--- config.mk ---
export PLATFORM = sky130hd
export DESIGN_NAME = lagrange_resampler_core
export DESIGN_NICKNAME = d
export VERILOG_FILES = /design/src/rtl/lrs_pkg.sv /design/src/rtl/lrs_mul.sv /design/src/rtl/lrs_rdiv.sv /design/src/rtl/lagrange_resampler_core.sv
export VERILOG_INCLUDE_DIRS = /design/src /design/src/rtl
export SDC_FILE = /design/constraint.sdc
export NUM_CORES = 2
export LEC_CHECK = 0
export BUFFER_PORTS_ARGS = -buffer_cell sky130_fd_sc_hd__buf_2
export CORE_MARGIN = 2
export CORE_UTILIZATION = 50
export DETAILED_ROUTE_END_ITERATION = 10
export HOLD_SLACK_MARGIN = 0.06
export PLACE_DENSITY = 0.69
export SYNTH_ARGS = -nofsm -noshare
export SYNTH_HDL_FRONTEND = slang
export SYNTH_SLANG_ARGS = --single-unit
--- constraint.sdc ---
create_clock -name clk -period 12.8 [get_ports clk]
set_clock_uncertainty 0.1 [all_clocks]
set_input_delay 3.84 -clock clk [delete_from_list [all_inputs] [get_ports clk]]
set_output_delay 3.84 -clock clk [all_outputs]
set_load 0.01 [all_outputs]
--- src/rtl/lagrange_resampler_core_macros.svh ---
// assertion macros for the lagrange resampler core
// expects signals named clk and rst in the module that uses them
`ifndef LAGRANGE_RESAMPLER_CORE_MACROS_SVH
`define LAGRANGE_RESAMPLER_CORE_MACROS_SVH

// condition holds at every edge out of reset
`define LRS_ASSERT_ALWAYS(label, cond, msg) \
  label: assert property (@(posedge clk) disable iff (rst) (cond)) else $error(msg);

// consequence holds in the same cycle
`define LRS_ASSERT_IMP(label, ante, cons, msg) \
  label: assert property (@(posedge clk) disable iff (rst) (ante) |-> (cons)) else $error(msg);

// consequence holds in the next cycle
`define LRS_ASSERT_NXT(label, ante, cons, msg) \
  label: assert property (@(posedge clk) disable iff (rst) (ante) |=> (cons)) else $error(msg);

`endif

--- src/rtl/lrs_pkg.sv ---
// shared constants, types and small constant tables of the lagrange resampler
// no dependencies
package lrs_pkg;

  localparam int HALF_WINDOW     = 3;
  localparam int WIN_LEN         = 2 * HALF_WINDOW + 1;
  localparam int PTS_W           = 3;
  localparam int FRAC_W          = 16;

  localparam int RATIO_W         = 19;
  localparam logic [RATIO_W-1:0] RATIO_MIN   = 19'd13107;
  localparam logic [RATIO_W-1:0] RATIO_MAX   = 19'd262144;
  localparam logic [RATIO_W-1:0] RATIO_RESET = 19'd65536;
  localparam int QUO_W           = 33;
  localparam int QCNT_W          = 6;

  localparam int MAX_RESULTS     = 20;
  localparam int CNT_W           = 5;
  localparam int MAX_SEGMENT_DEF = 1048576;
  localparam int SAMPLE_BITS_DEF = 16;

  localparam int NUM_W   = 34;
  localparam int U_W     = 18;
  localparam int FAC_W   = 20;
  localparam int Y_W     = 36;
  localparam int DIG_W   = 12;
  localparam int NDIG    = 3;
  localparam int DEN_W   = 10;
  localparam int RCP_W   = 33;
  localparam int Z_W     = DEN_W + DIG_W;
  localparam int MUL_A_W = 36;
  localparam int MUL_B_W = 34;
  localparam int PROD_W  = MUL_A_W + MUL_B_W;

  typedef struct packed {
    logic signed [MUL_A_W-1:0] a;
    logic signed [MUL_B_W-1:0] b;
  } mul_op_t;

  typedef struct packed {
    logic               busy;
    logic [RATIO_W-1:0] quo;
    logic [RATIO_W-1:0] rem;
  } rdiv_res_t;

  function automatic logic [DEN_W-1:0] fact(input logic [PTS_W-1:0] n);
    logic [DEN_W-1:0] f;
    unique case (n)
      3'd0, 3'd1: f = 10'd1;
      3'd2:       f = 10'd2;
      3'd3:       f = 10'd6;
      3'd4:       f = 10'd24;
      3'd5:       f = 10'd120;
      3'd6:       f = 10'd720;
      default:    f = 10'd1;
    endcase
    return f;
  endfunction

  // magnitude of the node product over k != j of (j - k)
  function automatic logic [DEN_W-1:0] den_mag(input logic [PTS_W-1:0] npts,
                                               input logic [PTS_W-1:0] j);
    logic [PTS_W-1:0]   rest;
    logic [2*DEN_W-1:0] p;
    rest = npts - j - 3'd1;
    p    = fact(j) * fact(rest);
    return p[DEN_W-1:0];
  endfunction

  // ceil(2^32 / d), exact floor for dividends below 2^22
  function automatic logic [RCP_W-1:0] recip(input logic [DEN_W-1:0] d);
    logic [RCP_W-1:0] r;
    unique case (d)
      10'd1:   r = 33'd4294967296;
      10'd2:   r = 33'd2147483648;
      10'd4:   r = 33'd1073741824;
      10'd6:   r = 33'd715827883;
      10'd12:  r = 33'd357913942;
      10'd24:  r = 33'd178956971;
      10'd36:  r = 33'd119304648;
      10'd48:  r = 33'd89478486;
      10'd120: r = 33'd35791395;
      10'd720: r = 33'd5965233;
      default: r = '0;
    endcase
    return r;
  endfunction

endpackage

--- src/rtl/lrs_mul.sv ---
// shared signed multiplier with registered product
// depends on lrs_pkg
module lrs_mul
  import lrs_pkg::*;
(
  input  logic                     clk,
  input  mul_op_t                  op,
  output logic signed [PROD_W-1:0] prod
);

  always_ff @(posedge clk) begin
    prod <= op.a * op.b;
  end

endmodule

--- src/rtl/lrs_rdiv.sv ---
// bit-serial restoring divider giving floor(2^32 / ratio) and its remainder
// depends on lrs_pkg
module lrs_rdiv
  import lrs_pkg::*;
(
  input  logic               clk,
  input  logic               rst,
  input  logic               start,
  input  logic [RATIO_W-1:0] divisor,
  output rdiv_res_t          res
);

  logic               busy;
  logic [QCNT_W-1:0]  cnt;
  logic [RATIO_W-1:0] rem;
  logic [RATIO_W-1:0] dvs;
  logic [QUO_W-1:0]   quo;
  logic [RATIO_W:0]   trial;
  logic [RATIO_W:0]   diff;
  logic               ge;

  // dividend is a single one in its top bit
  assign trial = {rem, (cnt == QCNT_W'(QUO_W - 1))};
  assign ge    = trial >= {1'b0, dvs};
  assign diff  = trial - {1'b0, dvs};

  always_ff @(posedge clk) begin
    if (rst) begin
      busy <= 1'b0;
      cnt  <= '0;
    end else if (start) begin
      busy <= 1'b1;
      cnt  <= QCNT_W'(QUO_W - 1);
      rem  <= '0;
      quo  <= '0;
      dvs  <= divisor;
    end else if (busy) begin
      rem <= ge ? diff[RATIO_W-1:0] : trial[RATIO_W-1:0];
      quo <= {quo[QUO_W-2:0], ge};
      if (cnt == '0) begin
        busy <= 1'b0;
      end else begin
        cnt <= cnt - QCNT_W'(1);
      end
    end
  end

  assign res.busy = busy;
  assign res.quo  = quo[RATIO_W-1:0];
  assign res.rem  = rem;

endmodule

--- src/rtl/lagrange_resampler_core.sv ---
// an input item that releases no output word passes through the check and finish states;
// each output word runs the node products, weight divisions and sums of its window on the
// shared multiplier and waits in the emit state while the output is stalled
// the first sample of a segment also waits for the ratio reciprocal divider
// a new input item is taken only in the idle state, once the last one is finished
// reset: synchronous, clears window, counters, handshake state; ratio register to 1.0
`include "lagrange_resampler_core_macros.svh"
module lagrange_resampler_core
  import lrs_pkg::*;
#(
  parameter int MAX_SEGMENT = MAX_SEGMENT_DEF,
  parameter int SAMPLE_BITS = SAMPLE_BITS_DEF
) (
  input  logic                          clk,
  input  logic                          rst,
  input  logic                          cfg_valid,
  output logic                          cfg_ready,
  input  logic        [RATIO_W-1:0]     ratio_q16,
  input  logic                          in_valid,
  output logic                          in_ready,
  input  logic signed [SAMPLE_BITS-1:0] sample_in,
  input  logic                          last_in,
  output logic                          out_valid,
  input  logic                          out_ready,
  output logic signed [SAMPLE_BITS-1:0] sample_out,
  output logic                          last_out
);

  localparam int MW    = $clog2(MAX_SEGMENT);
  localparam int IW    = MW + 4;
  localparam int PW    = IW + FRAC_W;
  localparam int ACC_W = MUL_A_W + SAMPLE_BITS + 3;
  localparam logic [MW-1:0] M_LAST = MW'(MAX_SEGMENT - 1);
  localparam logic signed [PROD_W-1:0] P_HALF = PROD_W'(1 << (FRAC_W - 1));
  localparam logic signed [ACC_W-1:0]  A_HALF = ACC_W'(1 << (FRAC_W - 1));
  localparam logic signed [ACC_W-1:0]  SAT_HI = ACC_W'((1 << (SAMPLE_BITS - 1)) - 1);
  localparam logic signed [ACC_W-1:0]  SAT_LO = -SAT_HI - ACC_W'(1);

  typedef enum logic [3:0] {
    S_IDLE, S_RDIV, S_CHECK, S_SETUP, S_PT_INIT, S_NUM_SEL, S_NUM_ACC, S_DIV_INIT,
    S_DIG_MUL, S_DIG_REM, S_DIG_UPD, S_ACC_MUL, S_ACC_ADD, S_ROUND, S_EMIT, S_FINISH
  } state_t;

  state_t                         state;
  logic        [RATIO_W-1:0]      ratio_cfg;
  logic        [RATIO_W-1:0]      ratio_live;
  logic        [MW-1:0]           m;
  logic                           last_seg;
  logic        [PW-1:0]           pos;
  logic        [RATIO_W-1:0]      pos_rem;
  logic        [CNT_W-1:0]        cnt_out;
  logic signed [SAMPLE_BITS-1:0]  win [WIN_LEN];
  logic        [IW-1:0]           beg;
  logic        [U_W-1:0]          u;
  logic        [PTS_W-1:0]        npts;
  logic        [PTS_W-1:0]        j;
  logic        [PTS_W-1:0]        k;
  logic signed [NUM_W-1:0]        num;
  logic                           neg;
  logic        [DEN_W-1:0]        dmag;
  logic        [RCP_W-1:0]        rcp;
  logic        [Y_W-1:0]          y;
  logic        [Y_W-1:0]          qacc;
  logic        [DEN_W-1:0]        rem_d;
  logic        [Z_W-1:0]          z;
  logic        [1:0]              dig;
  logic signed [ACC_W-1:0]        acc;
  logic signed [SAMPLE_BITS-1:0]  res;
  logic                           out_valid_r;
  logic                           out_last_r;
  logic signed [SAMPLE_BITS-1:0]  out_sample_r;

  mul_op_t                        mop;
  logic signed [PROD_W-1:0]       prod;
  rdiv_res_t                      rdiv;
  logic                           rdiv_start;
  logic        [RATIO_W-1:0]      ratio_clamp;
  logic                           take;

  logic        [IW-1:0]           integ;
  logic        [IW-1:0]           m_ext;
  logic                           emit_ok;
  logic        [IW-1:0]           beg_c;
  logic        [IW-1:0]           end_c;
  logic        [IW-1:0]           span;
  logic        [IW-1:0]           diff_c;
  logic signed [FAC_W-1:0]        factor;
  logic        [IW-1:0]           age;
  logic        [PTS_W-1:0]        widx;
  logic signed [SAMPLE_BITS-1:0]  s_sel;
  logic        [DIG_W-1:0]        digit;
  logic        [Z_W-1:0]          z_c;
  logic        [DIG_W-1:0]        qd;
  logic        [Z_W-1:0]          rem_full;
  logic        [NUM_W-1:0]        num_abs;
  logic        [DEN_W-1:0]        dm_c;
  logic        [PTS_W-1:0]        rest_c;
  logic signed [MUL_A_W-1:0]      w;
  logic signed [PROD_W-1:0]       prod_rnd;
  logic signed [ACC_W-1:0]        acc_rnd;
  logic        [RATIO_W:0]        rsum;
  logic                           wrap;
  logic        [RATIO_W:0]        rsum_red;

  lrs_mul u_mul (
    .clk  (clk),
    .op   (mop),
    .prod (prod)
  );

  lrs_rdiv u_rdiv (
    .clk     (clk),
    .rst     (rst),
    .start   (rdiv_start),
    .divisor (ratio_clamp),
    .res     (rdiv)
  );

  assign cfg_ready  = 1'b1;
  assign in_ready   = (state == S_IDLE);
  assign take       = in_valid && in_ready;
  assign out_valid  = out_valid_r;
  assign sample_out = out_sample_r;
  assign last_out   = out_last_r;

  assign ratio_clamp = (ratio_cfg < RATIO_MIN) ? RATIO_MIN :
                       (ratio_cfg > RATIO_MAX) ? RATIO_MAX : ratio_cfg;
  assign rdiv_start  = take && (m == '0);

  assign integ   = pos[PW-1:FRAC_W];
  assign m_ext   = {{(IW-MW){1'b0}}, m};
  // capped at MAX_RESULTS; flush releases up to segment end, else waits for full window
  assign emit_ok = (cnt_out < CNT_W'(MAX_RESULTS)) &&
                   (last_seg ? (integ <= m_ext) :
                    ({1'b0, integ} + (IW+1)'(HALF_WINDOW) <= {1'b0, m_ext}));

  assign beg_c  = (integ >= IW'(HALF_WINDOW)) ? integ - IW'(HALF_WINDOW) : '0;
  assign end_c  = (integ + IW'(HALF_WINDOW) < m_ext) ? integ + IW'(HALF_WINDOW) : m_ext;
  assign span   = end_c - beg_c + IW'(1);
  assign diff_c = integ - beg_c;
  assign factor = $signed({2'b00, u}) - $signed({1'b0, k, {FRAC_W{1'b0}}});

  assign age   = m_ext - (beg + IW'(j));
  assign widx  = PTS_W'(WIN_LEN - 1) - age[PTS_W-1:0];
  assign s_sel = (age < IW'(WIN_LEN)) ? win[widx] : '0;

  always_comb begin
    case (dig)
      2'd0:    digit = y[Y_W-1 -: DIG_W];
      2'd1:    digit = y[Y_W-DIG_W-1 -: DIG_W];
      default: digit = y[DIG_W-1:0];
    endcase
  end

  assign z_c      = {rem_d, digit};
  assign qd       = prod[RCP_W-1 +: DIG_W];
  assign rem_full = z - prod[Z_W-1:0];
  assign num_abs  = num[NUM_W-1] ? NUM_W'(-num) : NUM_W'(num);
  assign dm_c     = den_mag(npts, j);
  assign rest_c   = npts - j - PTS_W'(1);
  assign w        = neg ? -$signed(qacc) : $signed(qacc);
  assign prod_rnd = (prod + P_HALF) >>> FRAC_W;
  assign acc_rnd  = (acc + A_HALF) >>> FRAC_W;
  assign rsum     = {1'b0, pos_rem} + {1'b0, rdiv.rem};
  assign wrap     = rsum >= {1'b0, ratio_live};
  assign rsum_red = rsum - {1'b0, ratio_live};

  always_comb begin
    mop = '0;
    unique case (state)
      S_NUM_SEL: begin
        mop.a = {{(MUL_A_W-NUM_W){num[NUM_W-1]}}, num};
        mop.b = {{(MUL_B_W-FAC_W){factor[FAC_W-1]}}, factor};
      end
      S_DIG_MUL: begin
        mop.a = {{(MUL_A_W-Z_W){1'b0}}, z_c};
        mop.b = {{(MUL_B_W-RCP_W){1'b0}}, rcp};
      end
      S_DIG_REM: begin
        mop.a = {{(MUL_A_W-DIG_W){1'b0}}, qd};
        mop.b = {{(MUL_B_W-DEN_W){1'b0}}, dmag};
      end
      S_ACC_MUL: begin
        mop.a = w;
        mop.b = {{(MUL_B_W-SAMPLE_BITS){s_sel[SAMPLE_BITS-1]}}, s_sel};
      end
      default: mop = '0;
    endcase
  end

  always_ff @(posedge clk) begin
    if (rst) begin
      state       <= S_IDLE;
      ratio_cfg   <= RATIO_RESET;
      ratio_live  <= RATIO_RESET;
      m           <= '0;
      last_seg    <= 1'b0;
      cnt_out     <= '0;
      pos         <= '0;
      pos_rem     <= '0;
      out_valid_r <= 1'b0;
      out_last_r  <= 1'b0;
      for (int i = 0; i < WIN_LEN; i++) begin
        win[i] <= '0;
      end
    end else begin
      if (cfg_valid) begin
        ratio_cfg <= ratio_q16;
      end
      // the emit state drives the output register itself
      if (out_valid_r && out_ready && state != S_EMIT) begin
        out_valid_r <= 1'b0;
      end

      unique case (state)
        S_IDLE: begin
          if (take) begin
            for (int i = 0; i < WIN_LEN - 1; i++) begin
              win[i] <= win[i+1];
            end
            win[WIN_LEN-1] <= sample_in;
            last_seg <= last_in || (m == M_LAST);
            cnt_out  <= '0;
            if (m == '0) begin
              ratio_live <= ratio_clamp;
              pos        <= '0;
              pos_rem    <= '0;
              state      <= S_RDIV;
            end else begin
              state <= S_CHECK;
            end
          end
        end
        S_RDIV: begin
          if (!rdiv.busy) begin
            state <= S_CHECK;
          end
        end
        S_CHECK: begin
          state <= emit_ok ? S_SETUP : S_FINISH;
        end
        S_SETUP: begin
          beg   <= beg_c;
          u     <= {diff_c[U_W-FRAC_W-1:0], pos[FRAC_W-1:0]};
          npts  <= span[PTS_W-1:0];
          j     <= '0;
          acc   <= '0;
          state <= S_PT_INIT;
        end
        S_PT_INIT: begin
          num   <= NUM_W'(1 << FRAC_W);
          k     <= '0;
          state <= S_NUM_SEL;
        end
        S_NUM_SEL: begin
          if (k == npts) begin
            state <= S_DIV_INIT;
          end else if (k == j) begin
            k <= k + PTS_W'(1);
          end else begin
            state <= S_NUM_ACC;
          end
        end
        S_NUM_ACC: begin
          num   <= prod_rnd[NUM_W-1:0];
          k     <= k + PTS_W'(1);
          state <= S_NUM_SEL;
        end
        S_DIV_INIT: begin
          // round to nearest by dividing |num| + d/2, sign restored afterwards
          dmag  <= dm_c;
          rcp   <= recip(dm_c);
          neg   <= num[NUM_W-1] ^ rest_c[0];
          y     <= Y_W'(num_abs) + Y_W'(dm_c >> 1);
          rem_d <= '0;
          dig   <= '0;
          qacc  <= '0;
          state <= S_DIG_MUL;
        end
        S_DIG_MUL: begin
          z     <= z_c;
          state <= S_DIG_REM;
        end
        S_DIG_REM: begin
          qacc  <= {qacc[Y_W-DIG_W-1:0], qd};
          state <= S_DIG_UPD;
        end
        S_DIG_UPD: begin
          rem_d <= rem_full[DEN_W-1:0];
          if (dig == 2'(NDIG - 1)) begin
            state <= S_ACC_MUL;
          end else begin
            dig   <= dig + 2'd1;
            state <= S_DIG_MUL;
          end
        end
        S_ACC_MUL: begin
          state <= S_ACC_ADD;
        end
        S_ACC_ADD: begin
          acc <= acc + prod[ACC_W-1:0];
          if (j == npts - PTS_W'(1)) begin
            state <= S_ROUND;
          end else begin
            j     <= j + PTS_W'(1);
            state <= S_PT_INIT;
          end
        end
        S_ROUND: begin
          if (acc_rnd > SAT_HI) begin
            res <= SAT_HI[SAMPLE_BITS-1:0];
          end else if (acc_rnd < SAT_LO) begin
            res <= SAT_LO[SAMPLE_BITS-1:0];
          end else begin
            res <= acc_rnd[SAMPLE_BITS-1:0];
          end
          // step to the next output position
          pos_rem <= wrap ? rsum_red[RATIO_W-1:0] : rsum[RATIO_W-1:0];
          pos     <= pos + PW'(rdiv.quo) + PW'(wrap);
          state   <= S_EMIT;
        end
        S_EMIT: begin
          if (!out_valid_r || out_ready) begin
            out_valid_r  <= 1'b1;
            out_sample_r <= res;
            out_last_r   <= last_seg && (integ > m_ext);
            cnt_out      <= cnt_out + CNT_W'(1);
            state        <= S_CHECK;
          end
        end
        S_FINISH: begin
          if (last_seg) begin
            m <= '0;
            for (int i = 0; i < WIN_LEN; i++) begin
              win[i] <= '0;
            end
          end else begin
            m <= m + MW'(1);
          end
          state <= S_IDLE;
        end
        default: state <= S_IDLE;
      endcase
    end
  end

  `LRS_ASSERT_ALWAYS(a_cnt_cap, cnt_out <= CNT_W'(MAX_RESULTS), "output count over limit")
  `LRS_ASSERT_IMP(a_rem_range, state == S_CHECK, pos_rem < ratio_live, "position remainder out of range")
  `LRS_ASSERT_IMP(a_pt_range, state == S_ACC_ADD, j < npts, "node index beyond window")
  `LRS_ASSERT_NXT(a_busy_after_take, in_valid && in_ready, !in_ready, "took a second word at once")

endmodule

==> results.md <==
* Slew margin rel. at 7.12%
* NumNets Final at 10100
* Final Hold Vio Count at 0
* Ys Warns at 0
* Starting Density at 50.3%
* DP Worst Slack at -0.180 ns
* CP Buf/Inv Count at 10
* Most frequent cells in the layout: 1515 x inv_1, 1097 x fa_1, 1014 x nor2_1
* Pwr dens at 99.7 mW/mm2
* Async set-reset flop share out of synthesis at 0%
* Vias per inst at 5.66
* Crit path kind: flop to flop
* Switching part of the total at 40.9%
* Max stage delay on crit path at 0.56 ns
* Avg Inst Size Synth at 9.04 um2
* Reg clk slew, reported paths at 0.07 ns
* Status: complete, no violations
* Die area at 0.156 mm2
* Total Routing Usage GR at 29.3%
* Remaining antenna violation count at 0
* Seq pwr share at 33.2%
* CTS Root Cell: clkbuf_16
* Worst slew pin tran at 1.38 ns
* Pre-Repair DR Iteration Count at 6
* Register area share after synthesis at 22.5%
* Crit end category: flop
* CTS Sinks at 652
* Final Cycle Share at 97.5%
* Vias in the first global route at 60700
* Main synth FF type: edfxtp_1
* DR WL/cell at 21.4 um
* Share of cells above drive strength 1 at 6.55%
* Startpoint Class: flop
* Post-DP HPWL at 182000 um
* Max Cap Viol at 0
* Gate power share at 41.0%
* IO Count at 61
* Clk buf depth at 3
* RSZ-0062 raised after global routing: yes
* Final hold slack at 0.295 ns
* First-pass GRT wire length at 354000 um
* Placed cell count at 10400
* RR Startpoint: j[0]
* Hold Path Class: flop to flop
* Fin cells at 10600
* WP data arrival at 12.99 ns
* Grt ovf at 0
* Met1 usage at 38.9%
* Syn_nets at 10100
* Worst Slack Setup Final at 0.318 ns
* Final setup viols at 0
* Post-layout util at 54.4%
* Synthesized instance count at 8450
* Largest net degree at the start of global routing at 69
* Mapped cell area at 0.0764 mm2
* Critical path's top delay family: adder cells
* Post-synth EDFFs at 413
* Synth cell types at 85
* First DRT Iteration DRCs at 5537
* Core ar. at 0.152 mm2
* CP required at 13.31 ns
* GR Layer Usage met2 at 47.2%
* # fillers at 13600
* Met3 Use GR at 5.20%
* CTS buffer count at 72
* Setup crit start: j[0]
* Peak supply drop at 0.000141 V
* Crit path time final at 12.48 ns
* Row cnt at 143
* Initial antenna violation count at 4
* Int Pwr at 0.00487 W
* Worst path most repeated cell: fa_1
* Leak pwr at 37.5 nW
* Net Switching at 0.00338 W
* Clock power share at 25.9%
* P&R area growth vs syn at 8.18%
* Port buffer count at 59
* H-tree levels at 3
* GPL Wtd Cong at 0.995
* Area post-placement at 0.0800 mm2
* Number of synthesized register bits at 652
* Commonest non-fill, non-tap cell in the layout: inv_1
* Design area at 0.0827 mm2
* Number of remaining DRC errors at 0
* Max-slew violation count at 0
* CTS tree: done
* Top Usage Layer GRT: met2
* Hold Path Origin: res[13]
* Chip height at 395 um
* Worst Path Max Fanout at 21
* Vias at 59800
* Fmax at 0.0801 GHz
* Worst skew pair latency at 0.70 ns
* Die X at 395 um
* Routed WL at 226000 um
* Slowest CP cell: fa_1
==> logic make-up after synthesis <==
logic type      after synthesis  share of synthesized area [%]
compound gates             1126                           9.43
other cells                   2                        0.00983
fa+ha+maj                  1575                           36.6
buf+inv                    1892                           9.31
mux                         101                           1.59
xor+xnor                    433                           4.99
flops                       652                           22.5
simple gates               2669                           15.6
==> through the flow <==
| step | setup TNS, ns | total power [W] |
|---|---|---|
| floorplan | 0 | 0.00483 |
| global route | -0.0893 | 0.00866 |
| CTS | 0 | 0.00820 |
| finish | 0 | 0.00825 |
| detailed placement | -0.407 | 0.00606 |
| global placement | -0.0711 | 0.00600 |
==> sequential cells by signal, indices dropped and copies added (netlist names), 18 cells and up <==
signal / count
u_mul.prod: 55
ratio_live: 19
beg: 24
u_rdiv.dvs: 19
qacc: 36
num: 34
ratio_cfg: 19
u_rdiv.quo: 19
m: 20
y: 35
pos_rem: 19
u: 18
win: 112
pos: 40
acc: 55
u_rdiv.rem: 19
==> final timing paths <==
kind | slack [ns] | depth (start not counted) | end
min | 0.29 | 0 | sample_out[13]
max reg2reg | 0.32 | 45 | u_mul.prod[54]
min reg2reg | 0.29 | 0 | sample_out[13]
max | 0.32 | 45 | u_mul.prod[54]
==> cells in the mapped netlist (all sizes together), types with 119 or more instances <==
library cell / instances / area [um2]
xor2: 168 / 1470
dfxtp: 239 / 4780
clkbuf: 325 / 1220
inv: 1520 / 5710
nor2: 1021 / 3830
o21ai: 249 / 1250
edfxtp: 413 / 12400
a21o: 137 / 1030
fa: 1102 / 22100
a21oi: 326 / 1630
nor3: 119 / 596
nand2: 830 / 3120
ha: 473 / 5920
and2: 143 / 895
xnor2: 265 / 2340
==> power groups by stage <==
stage / Clock (W) / Sequential [W] / Combinational (W)
finish: 0.00213 / 0.00274 / 0.00338
global route: 0.00224 / 0.00276 / 0.00365
CTS: 0.00217 / 0.00273 / 0.00330
detailed placement: 0 / 0.00278 / 0.00328
global placement: 0 / 0.00277 / 0.00323
floorplan: 0 / 0.00266 / 0.00217
==> timing repair <==
item                                    4_1_cts  5_1_grt
gates resized for setup                       6       56
cloned                                        0        1
endpoints found under the setup margin        4       19
buffers inserted                              0        4
hold buffers                                  0        0
pin swaps                                     0        4
==> per-layer routing <==
layer | routed length (um) | up-vias
li1 | - | 26900
met1 | 90200 | 29800
met2 | 105000 | 2482
met3 | 18800 | 560
met4 | 12400 | 2
met5 | 13 | -
==> layout make-up <==
class	instances	area, um2	share of cell area [%]
Timing Repair Buffer	304	2370	2.86
Tap cell	2030	2540	3.07
Inverter	1525	5720	6.92
Clock buffer	95	1950	2.36
Sequential cell	652	17200	20.8
Clock inverter	39	457	0.552
Multi-Input combinational cell	5906	52400	63.4
Antenna cell	4	10.0	0.0121
Power figures use the tool's default switching activity.
